### src/hdl/lru_key_value_cache_top_defines.svh
// assertion macros for the lru key-value cache
`ifndef LRU_KEY_VALUE_CACHE_TOP_DEFINES_SVH
`define LRU_KEY_VALUE_CACHE_TOP_DEFINES_SVH
`ifndef NO_ASSERTIONS
// property checked on every edge outside reset
`define KVC_ASSERT(lbl, clk, rst, prop, msg) \
   lbl: assert property (@(posedge clk) disable iff (rst) prop) else $error(msg);
// property checked on every edge, reset included
`define KVC_ASSERT_ALWAYS(lbl, clk, prop, msg) \
   lbl: assert property (@(posedge clk) prop) else $error(msg);
`else
`define KVC_ASSERT(lbl, clk, rst, prop, msg)
`define KVC_ASSERT_ALWAYS(lbl, clk, prop, msg)
`endif
`endif

### src/hdl/lru_kvc_pkg.sv
// shared constants and types of the lru key-value cache
package lru_kvc_pkg;
   localparam int ENTRIES = 16;
   localparam int IDX_W   = (ENTRIES > 1) ? $clog2(ENTRIES) : 1;
   localparam int CNT_W   = $clog2(ENTRIES + 1);
   localparam int CAP_W   = 5;
   localparam int DATA_W  = 32;
   localparam logic [CAP_W-1:0] CAP_RESET = 5'd16;

   typedef enum logic {
      OP_GET = 1'b0,
      OP_SET = 1'b1
   } op_type;

   // outcome of one lookup in the tag store
   typedef struct packed {
      logic             hit;
      logic             evict;
      logic [IDX_W-1:0] slot;
   } lookup_type;
endpackage

### src/hdl/lru_kvc_req_if.sv
// request channel: operation, key and value
interface lru_kvc_req_if;
   import lru_kvc_pkg::*;
   logic              valid;
   logic              ready;
   logic              op;
   logic [DATA_W-1:0] key;
   logic [DATA_W-1:0] value;
   modport source (output valid, output op, output key, output value, input ready);
   modport sink (input valid, input op, input key, input value, output ready);
endinterface

### src/hdl/lru_kvc_rsp_if.sv
// response channel: hit, read value and eviction flag
interface lru_kvc_rsp_if;
   import lru_kvc_pkg::*;
   logic              valid;
   logic              ready;
   logic              hit;
   logic [DATA_W-1:0] read_value;
   logic              evicted;
   modport source (output valid, output hit, output read_value, output evicted, input ready);
   modport sink (input valid, input hit, input read_value, input evicted, output ready);
endinterface

### src/hdl/lru_kvc_ram.sv
// generic single-port ram with registered read
module lru_kvc_ram #(
   parameter int WIDTH = 32,
   parameter int DEPTH = 16
) (
   input  logic                                     clock,
   input  logic                                     en,
   input  logic                                     we,
   input  logic [((DEPTH > 1) ? $clog2(DEPTH) : 1)-1:0] addr,
   input  logic [WIDTH-1:0]                         wdata,
   output logic [WIDTH-1:0]                         rdata
);
   logic [WIDTH-1:0] mem_ff [DEPTH];
   logic [WIDTH-1:0] rdata_ff;

   // write or read one word
   always_ff @(posedge clock) begin
      if (en) begin
         if (we) begin
            mem_ff[addr] <= wdata;
         end else begin
            rdata_ff <= mem_ff[addr];
         end
      end
   end

   assign rdata = rdata_ff;
endmodule

### src/hdl/lru_kvc_tags.sv
// key, valid and recency rank store with parallel key compare
`include "lru_key_value_cache_top_defines.svh"
module lru_kvc_tags import lru_kvc_pkg::*; (
   input  logic              clock,
   input  logic              reset,
   input  logic [CAP_W-1:0]  capacity,
   input  logic              op,
   input  logic [DATA_W-1:0] key,
   input  logic              upd_en,
   output lookup_type        res
);
   logic [ENTRIES-1:0] valid_ff, valid_in;
   logic [DATA_W-1:0]  key_ff [ENTRIES];
   logic [IDX_W-1:0]   rank_ff [ENTRIES];
   logic [IDX_W-1:0]   rank_in [ENTRIES];
   logic [CNT_W-1:0]   occ_ff, occ_in;

   logic [ENTRIES-1:0] match;
   logic [ENTRIES-1:0] victim;
   logic [IDX_W-1:0]   hit_idx, victim_idx, free_idx;
   logic [CNT_W-1:0]   occ_m1, ref_rank;
   logic [31:0]        eff_cap;
   logic               full, touch;

   // clamp capacity into 1..ENTRIES
   always_comb begin
      eff_cap = 32'(capacity);
      if (eff_cap < 32'd1) eff_cap = 32'd1;
      if (eff_cap > 32'(ENTRIES)) eff_cap = 32'(ENTRIES);
   end

   assign occ_m1 = occ_ff - CNT_W'(1);
   assign full   = 32'(occ_ff) >= eff_cap;

   // compare all keys, find victim (oldest rank) and first free slot
   always_comb begin
      hit_idx    = '0;
      victim_idx = '0;
      free_idx   = '0;
      for (int i = ENTRIES - 1; i >= 0; i--) begin
         match[i]  = valid_ff[i] && (key_ff[i] == key);
         victim[i] = valid_ff[i] && (CNT_W'(rank_ff[i]) == occ_m1);
         if (match[i]) hit_idx = IDX_W'(i);
         if (victim[i]) victim_idx = IDX_W'(i);
         if (!valid_ff[i]) free_idx = IDX_W'(i);
      end
   end

   // select slot and the rank below which entries age
   always_comb begin
      res.hit   = |match;
      res.evict = !res.hit && (op == OP_SET) && full;
      if (res.hit) begin
         res.slot = hit_idx;
         ref_rank = CNT_W'(rank_ff[hit_idx]);
      end else if (full) begin
         res.slot = victim_idx;
         ref_rank = occ_m1;
      end else begin
         res.slot = free_idx;
         ref_rank = occ_ff;
      end
      touch = res.hit || (op == OP_SET);
   end

   // next ranks, valid bits and occupancy
   always_comb begin
      valid_in = valid_ff;
      occ_in   = occ_ff;
      for (int i = 0; i < ENTRIES; i++) begin
         rank_in[i] = rank_ff[i];
         if (IDX_W'(i) == res.slot) begin
            rank_in[i]  = '0;
            valid_in[i] = 1'b1;
         end else if (valid_ff[i] && (CNT_W'(rank_ff[i]) < ref_rank)) begin
            rank_in[i] = rank_ff[i] + IDX_W'(1);
         end
      end
      if (!res.hit && !full) occ_in = occ_ff + CNT_W'(1);
   end

   // control state
   always_ff @(posedge clock) begin
      if (reset) begin
         valid_ff <= '0;
         occ_ff   <= '0;
         for (int i = 0; i < ENTRIES; i++) rank_ff[i] <= '0;
      end else if (upd_en && touch) begin
         valid_ff <= valid_in;
         occ_ff   <= occ_in;
         for (int i = 0; i < ENTRIES; i++) rank_ff[i] <= rank_in[i];
      end
   end

   // key of a newly inserted entry
   always_ff @(posedge clock) begin
      if (upd_en && (op == OP_SET) && !res.hit) begin
         key_ff[res.slot] <= key;
      end
   end

   `KVC_ASSERT(a_occ_range, clock, reset, occ_ff <= CNT_W'(ENTRIES), "occupancy above entries")
   `KVC_ASSERT(a_one_match, clock, reset, $onehot0(match), "key stored in two slots")
   `KVC_ASSERT(a_occ_count, clock, reset, $countones(valid_ff) == 32'(occ_ff),
      "occupancy out of step with valid bits")
   `KVC_ASSERT(a_hit_keeps_occ, clock, reset, (upd_en && res.hit) |=> $stable(occ_ff),
      "hit changed occupancy")
endmodule

### src/hdl/lru_key_value_cache_top.sv
// Fully associative LRU key-value cache of ENTRIES slots. A request beat
// carries op (get or set), key and value; each request gives exactly one
// response beat with hit, read_value (stored value on a get hit, else zero)
// and evicted. An item passes S_LOOK (parallel key compare and recency
// update in the tag store, value ram access), then S_DONE (ram read data
// lands in the response register), where the next request is taken while
// the response side keeps up. csr_wdata sets the capacity (clamped to
// 1..16, reset 16); the user must write it only while the cache is idle,
// as the block itself does not enforce this.
`include "lru_key_value_cache_top_defines.svh"
module lru_key_value_cache_top import lru_kvc_pkg::*; (
   input  logic                clock,
   input  logic                reset,
   lru_kvc_req_if.sink         req_chan,
   lru_kvc_rsp_if.source       rsp_chan,
   input  logic                csr_we,
   input  logic [CAP_W-1:0]    csr_wdata
);
   typedef enum logic [1:0] {
      S_IDLE,
      S_LOOK,
      S_DONE
   } state_type;

   state_type         state_ff;
   logic [CAP_W-1:0]  cap_ff;
   logic              op_ff;
   logic [DATA_W-1:0] key_ff, value_ff;
   logic              hit_ff, evict_ff;
   logic              rsp_valid_ff, rsp_hit_ff, rsp_evicted_ff;
   logic [DATA_W-1:0] rsp_value_ff;
   lookup_type        look;
   logic [DATA_W-1:0] ram_rdata;
   logic              can_load, req_beat, in_look, rsp_load;

   assign can_load = !rsp_valid_ff || rsp_chan.ready;
   assign req_chan.ready = (state_ff == S_IDLE) || ((state_ff == S_DONE) && can_load);
   assign req_beat = req_chan.valid && req_chan.ready;
   assign in_look  = (state_ff == S_LOOK);
   assign rsp_load = (state_ff == S_DONE) && can_load;

   lru_kvc_tags u_tags (
      .clock    (clock),
      .reset    (reset),
      .capacity (cap_ff),
      .op       (op_ff),
      .key      (key_ff),
      .upd_en   (in_look),
      .res      (look)
   );

   // value store: read on get hit, write on set
   lru_kvc_ram #(.WIDTH(DATA_W), .DEPTH(ENTRIES)) u_values (
      .clock (clock),
      .en    (in_look && (look.hit || (op_ff == OP_SET))),
      .we    (op_ff == OP_SET),
      .addr  (look.slot),
      .wdata (value_ff),
      .rdata (ram_rdata)
   );

   // capacity register
   always_ff @(posedge clock) begin
      if (reset) begin
         cap_ff <= CAP_RESET;
      end else if (csr_we) begin
         cap_ff <= csr_wdata;
      end
   end

   // request beat capture
   always_ff @(posedge clock) begin
      if (req_beat) begin
         op_ff    <= req_chan.op;
         key_ff   <= req_chan.key;
         value_ff <= req_chan.value;
      end
      if (in_look) begin
         hit_ff   <= look.hit;
         evict_ff <= look.evict;
      end
   end

   // sequencer and response register
   always_ff @(posedge clock) begin
      if (reset) begin
         state_ff     <= S_IDLE;
         rsp_valid_ff <= 1'b0;
      end else begin
         // response valid: set on load, cleared once the beat is taken
         if (rsp_load) begin
            rsp_valid_ff <= 1'b1;
         end else if (rsp_chan.ready) begin
            rsp_valid_ff <= 1'b0;
         end
         case (state_ff)
            S_IDLE: begin
               if (req_beat) state_ff <= S_LOOK;
            end
            S_LOOK: begin
               state_ff <= S_DONE;
            end
            S_DONE: begin
               if (can_load) begin
                  rsp_hit_ff     <= hit_ff;
                  rsp_evicted_ff <= evict_ff;
                  rsp_value_ff   <= (op_ff == OP_GET && hit_ff) ? ram_rdata : '0;
                  state_ff       <= req_beat ? S_LOOK : S_IDLE;
               end
            end
            default: begin
               state_ff <= S_IDLE;
            end
         endcase
      end
   end

   assign rsp_chan.valid      = rsp_valid_ff;
   assign rsp_chan.hit        = rsp_hit_ff;
   assign rsp_chan.read_value = rsp_value_ff;
   assign rsp_chan.evicted    = rsp_evicted_ff;

   `KVC_ASSERT(a_look_to_done, clock, reset, (state_ff == S_LOOK) |=> (state_ff == S_DONE),
      "lookup not followed by completion")
   `KVC_ASSERT(a_no_accept_in_look, clock, reset, (state_ff == S_LOOK) |-> !req_chan.ready,
      "request taken during lookup")
   `KVC_ASSERT(a_evict_only_set, clock, reset, (rsp_chan.valid && rsp_chan.evicted) |->
      !rsp_chan.hit, "eviction reported with hit")
endmodule

### src/flat_wrapper.sv
// flat-port wrapper written by rule: the top's interface ports become plain ports
module lru_key_value_cache_top_flat import lru_kvc_pkg::*;
  (clock, reset, csr_we, csr_wdata, req_chan_valid, req_chan_op, req_chan_key, req_chan_value, req_chan_ready, rsp_chan_valid, rsp_chan_hit, rsp_chan_read_value, rsp_chan_evicted, rsp_chan_ready);
  lru_kvc_req_if req_chan_i ();
  lru_kvc_rsp_if rsp_chan_i ();
  input  logic clock;
  input  logic reset;
  input  logic csr_we;
  input  logic [CAP_W-1:0] csr_wdata;
  input wire logic [$bits(req_chan_i.valid)-1:0] req_chan_valid;
  input wire logic [$bits(req_chan_i.op)-1:0] req_chan_op;
  input wire logic [$bits(req_chan_i.key)-1:0] req_chan_key;
  input wire logic [$bits(req_chan_i.value)-1:0] req_chan_value;
  output wire logic [$bits(req_chan_i.ready)-1:0] req_chan_ready;
  output wire logic [$bits(rsp_chan_i.valid)-1:0] rsp_chan_valid;
  output wire logic [$bits(rsp_chan_i.hit)-1:0] rsp_chan_hit;
  output wire logic [$bits(rsp_chan_i.read_value)-1:0] rsp_chan_read_value;
  output wire logic [$bits(rsp_chan_i.evicted)-1:0] rsp_chan_evicted;
  input wire logic [$bits(rsp_chan_i.ready)-1:0] rsp_chan_ready;
  assign req_chan_i.valid = req_chan_valid;
  assign req_chan_i.op = req_chan_op;
  assign req_chan_i.key = req_chan_key;
  assign req_chan_i.value = req_chan_value;
  assign req_chan_ready = req_chan_i.ready;
  assign rsp_chan_valid = rsp_chan_i.valid;
  assign rsp_chan_hit = rsp_chan_i.hit;
  assign rsp_chan_read_value = rsp_chan_i.read_value;
  assign rsp_chan_evicted = rsp_chan_i.evicted;
  assign rsp_chan_i.ready = rsp_chan_ready;
  lru_key_value_cache_top u_core (.clock(clock), .reset(reset), .req_chan(req_chan_i), .rsp_chan(rsp_chan_i), .csr_we(csr_we), .csr_wdata(csr_wdata));
endmodule
### config.mk
export PLATFORM = sky130hd
export DESIGN_NAME = lru_key_value_cache_top_flat
export DESIGN_NICKNAME = d
export VERILOG_FILES = /design/src/hdl/lru_kvc_pkg.sv /design/src/hdl/lru_kvc_req_if.sv /design/src/hdl/lru_kvc_rsp_if.sv /design/src/hdl/lru_kvc_ram.sv /design/src/hdl/lru_kvc_tags.sv /design/src/hdl/lru_key_value_cache_top.sv /design/src/flat_wrapper.sv
export VERILOG_INCLUDE_DIRS = /design/src /design/src/hdl
export SDC_FILE = /design/constraint.sdc
export NUM_CORES = 2
export LEC_CHECK = 0
export BUFFER_PORTS_ARGS = -buffer_cell sky130_fd_sc_hd__buf_2
export CAP_MARGIN = 20
export CORE_AREA = 5 5 423 425
export CTS_CLUSTER_SIZE = 24
export DETAILED_ROUTE_END_ITERATION = 16
export DIE_AREA = 0 0 428 430
export GPL_TIMING_DRIVEN = 0
export PLACE_DENSITY = 0.51
export SLEW_MARGIN = 20
export SYNTH_ARGS = -nofsm -noshare
export SYNTH_HDL_FRONTEND = slang
export SYNTH_SLANG_ARGS = --single-unit
### constraint.sdc
create_clock -name clock -period 9.3 [get_ports clock]
set_clock_uncertainty 0.2 [all_clocks]
set_input_delay 0.93 -clock clock [delete_from_list [all_inputs] [get_ports clock]]
set_output_delay 0.93 -clock clock [all_outputs]
set_load 0.02 [all_outputs]
==> flow_metrics.tcl <==
set metrics [dict create \
    yosysSeqAreaShare 0.6719 \
    clock_latency_ns 0.78 \
    cts_tree "done" \
    routed_via_density 5.211 \
    power_density_mw_per_mm2 192.9 \
    final_area_mm2 0.06559 \
    wirelength_mm 183.7 \
    max_slew.worst_pin.slew_ns 1.076 \
    yosysUniqueCellTypes 82 \
    period_minus_slack_ns 8.185 \
    start_kind "flop" \
    rsz0062_at_grt "no" \
    grt_pass1_vias 32940 \
    path_class "flop to flop" \
    cpMaxStageDelayCell "edfxtp_1" \
    hold_end "u_core.key_ff[8]" \
    drv_slew 0 \
    p_int_mw 9.673 \
    synth_edf_count 1221 \
    yosys_warnings 0 \
    post_drt_wl_per_cell_um 28.36 \
    num-fill-cells 16570 \
    comb_power_share 0.065 \
    async_flop_share 0 \
    hold-worst-slack_ns 0.1226 \
    htree_levels 4 \
    numCtsBuffers 137 \
    max_stage_delay_ns 0.86 \
    cts.sinks 1250 \
    nets 4169 \
    synth_nets 3823 \
    fin_tns_setup_ns 0 \
    multi_input_area_mm2 0.01735 \
    drcViolationCount 0 \
    grt_overflow 0 \
    post_cts_resized 0 \
    r2r_cells 22 \
    power_frac_clock 0.432 \
    min_from "req_chan_key[8]" \
    grt_pass1_wl_mm 254.9 \
    crit_fanout 16 \
    final_cell_mix "edfxtp_1 (1221), xor2_1 (478), mux2i_1 (291), nor4_1 (189), buf_2 (178)" \
    synth_area_mm2 0.05543 \
    clkTransAtPathRegs_ns 0.06 \
    hpwl_mm 127.7 \
    via_count 33740 \
    cp-end-kind "flop" \
    routabilityCongestion 0.8915 \
    hold_class "input pin to flop" \
    areaGrowthSynthToFinish_pct 18.31 \
    critical_path.cell_chain "buf_8, buf_2, buf_4, xor2_1, nor4_1, nand3_1, or4_1, o211ai_1, a31oi_1, o21ai_1, a31o_2, buf_2, buf_1, mux2i_1, nor2_1, a211o_1, ha_1, o21a_1, o21ai_0, nor3_1, o21a_1, a311oi_1" \
    status "completed" \
    max_freq_mhz 122.2 \
    final-seq-area_mm2 0.03725 \
    die_y_um 430 \
    row_count 154 \
    syn_inst 3677 \
    die-area_mm2 0.1840 \
    setup_viol 0 \
    grtUsageTotal 0.1945 \
    regToRegStartpoint "u_core.key_ff[13]" \
    setup_ws_ns 1.115 \
    core_area_mm2 0.1750 \
    cellLeakagePower_nw 22.68 \
    layout_commonest_cell "edfxtp_1" \
    io_pins 111 \
    final_util 0.3749 \
    synth-seq-cells 1250 \
    timing.rr.end "u_core.u_tags.rank_ff[11][2]" \
    finalCritPeriodShare 0.8801 \
    holdBufCountCts 0 \
    peakVddDrop_mv 0.1849 \
    seq_power_share 0.503 \
    critPathBufInv 5 \
    worstPathRequired_ns 9.51 \
    post_cts_buffers 0 \
    drive_gt1_frac 0.1544 \
    relSlewSlack 0.2824 \
    max_cap_viol_count 0 \
    critPathTopFamily "compound AO/OA/AOI/OAI gates" \
    hold_depth 1 \
    clk_path_buf_depth 3 \
    root_buffer "clkbuf_16" \
    switching_power_mw 2.976 \
    die_w_um 428 \
    hold_viol_final 0 \
    antenna_left 0 \
    portBuffers 108 \
    drt_iter0_drc 3733 \
    syn_area_per_cell_um2 15.08 \
    swShare 0.2353 \
    antenna_found_initial 8 \
    r2r_setup_slack_ns 1.11 \
    ys.flop_type "edfxtp_1" \
    drtPass1Iterations 5 \
    start_util 0.3168 \
    grt_max_degree 30 \
    crit_arrival_ns 8.40 \
    preCtsSetupSlack_ns 1.332 \
    postPlaceCellArea_mm2 0.06111 \
]
==> final cells by class <==
type                    count  share of cell area
diodes                      4           0.0001526
plain buffers             174             0.01568
clock buffers             166             0.05519
clock inverters            81             0.01286
inverters                  22            0.001259
multi-input cells        2231              0.2646
flip-flops and latches   1250              0.5679
well taps                2340             0.04464
repair buffers            207             0.03775
==> cells by family after synthesis <==
kind of cell | Yosys count | share of synthesized area
multiplexers | 366 | 0.06785
AO/OA/AOI/OAI | 311 | 0.03884
buffers and inverters | 196 | 0.02000
AND/OR/NAND/NOR | 865 | 0.08545
flip-flops | 1250 | 0.6719
XOR/XNOR | 618 | 0.09994
adder cells (fa/ha/maj) | 71 | 0.01603
==> worst register-to-register path: cells and delay by family (launching register included) <==
family	cells	cell delay, ns
compound gates	9	2.60
xor+xnor	1	0.24
fa+ha+maj	1	0.47
buf+inv	5	1.98
flops	1	0.86
mux	1	0.35
simple gates	5	1.15
==> synth_stat cells (6+ instances only) <==
| cell type | instances | area [um^2] |
|---|---|---|
| o21a_1 | 8 | 60.06 |
| nor2_1 | 122 | 457.9 |
| or3_1 | 10 | 62.56 |
| nor2b_1 | 14 | 87.58 |
| or4_1 | 22 | 165.2 |
| and2_1 | 43 | 269.0 |
| mux2_1 | 33 | 371.6 |
| nand3_1 | 81 | 405.4 |
| mux2_2 | 41 | 461.7 |
| nand2_1 | 150 | 563.0 |
| o21ai_0 | 51 | 255.2 |
| nor4b_1 | 12 | 105.1 |
| nand4_1 | 69 | 431.7 |
| o32a_1 | 7 | 70.07 |
| ha_1 | 71 | 888.4 |
| a21oi_1 | 45 | 225.2 |
| buf_6 | 30 | 337.8 |
| mux2i_1 | 291 | 2913 |
| clkbuf_1 | 47 | 176.4 |
| inv_1 | 22 | 82.58 |
| nand2b_1 | 15 | 93.84 |
| a31oi_1 | 7 | 43.79 |
| dfxtp_1 | 29 | 580.6 |
| buf_2 | 70 | 350.3 |
| xnor2_1 | 131 | 1147 |
| o21ai_1 | 15 | 75.07 |
| buf_1 | 11 | 41.29 |
| nor3_1 | 65 | 325.3 |
| nor4_1 | 189 | 1182 |
| xnor3_1 | 6 | 135.1 |
| o211ai_1 | 68 | 510.5 |
| buf_4 | 16 | 120.1 |
| a21o_1 | 19 | 142.6 |
| a22oi_1 | 35 | 262.8 |
| xor2_1 | 478 | 4187 |
| nand4b_1 | 14 | 122.6 |
| and3_1 | 30 | 187.7 |
| edfxtp_1 | 1221 | 36670 |
==> worst max path at each step <==
stage	to	from	depth (start not counted)	slack, ns
after global routing	u_core.u_tags.rank_ff[11][2]	u_core.key_ff[13]	22	0.98
after floorplan	u_core.u_tags.rank_ff[14][0]	u_core.key_ff[27]	21	3.08
after detailed placement	u_core.u_tags.rank_ff[11][3]	u_core.key_ff[13]	22	1.33
after global placement	u_core.u_tags.rank_ff[15][2]	u_core.key_ff[11]	20	-1.16
final	u_core.u_tags.rank_ff[11][2]	u_core.key_ff[13]	22	1.11
after CTS	u_core.u_tags.rank_ff[11][2]	u_core.key_ff[13]	22	1.33
==> power by group through the flow <==
| stage | Sequential, mW | Combinational, mW | Clock, mW |
|---|---|---|---|
| 6_report | 6.37 | 0.825 | 5.46 |
| 5_1_grt | 6.37 | 0.875 | 5.79 |
| 4_1_cts | 6.36 | 0.820 | 5.56 |
| 3_5_place_dp | 6.48 | 0.815 | 0 |
| 3_3_place_gp | 6.55 | 0.686 | 0 |
| 2_1_floorplan | 6.43 | 0.450 | 0 |
==> layer usage <==
layer / routed length, um / track usage
met1: 79500 / 0.2679
met2: 84250 / 0.3082
met3: 13070 / 0.03656
met4: 6830 / 0.06820
met5: 0 / 0
==> registers in the layout, indices dropped and copies added (netlist names), 2 cells and up <==
register	cells
u_core.u_tags.occ_ff	5
u_core.u_values.mem_ff	512
u_core.value_ff	32
u_core.cap_ff	5
u_core.state_ff	2
u_core.key_ff	32
u_core.u_tags.valid_ff	16
u_core.u_tags.rank_ff	64
u_core.u_values.rdata	32
u_core.rsp_chan.read_value	32
u_core.u_tags.key_ff	512
==> stage by stage <==
step / power, mW / instances
2_1_floorplan: 6.885 / 3677
3_3_place_gp: 7.237 / 6125
6_report: 12.65 / 6475
4_1_cts: 12.74 / 6471
3_5_place_dp: 7.297 / 6224
5_1_grt: 13.03 / 6472
No activity file was read; power rests on OpenSTA's default activity.
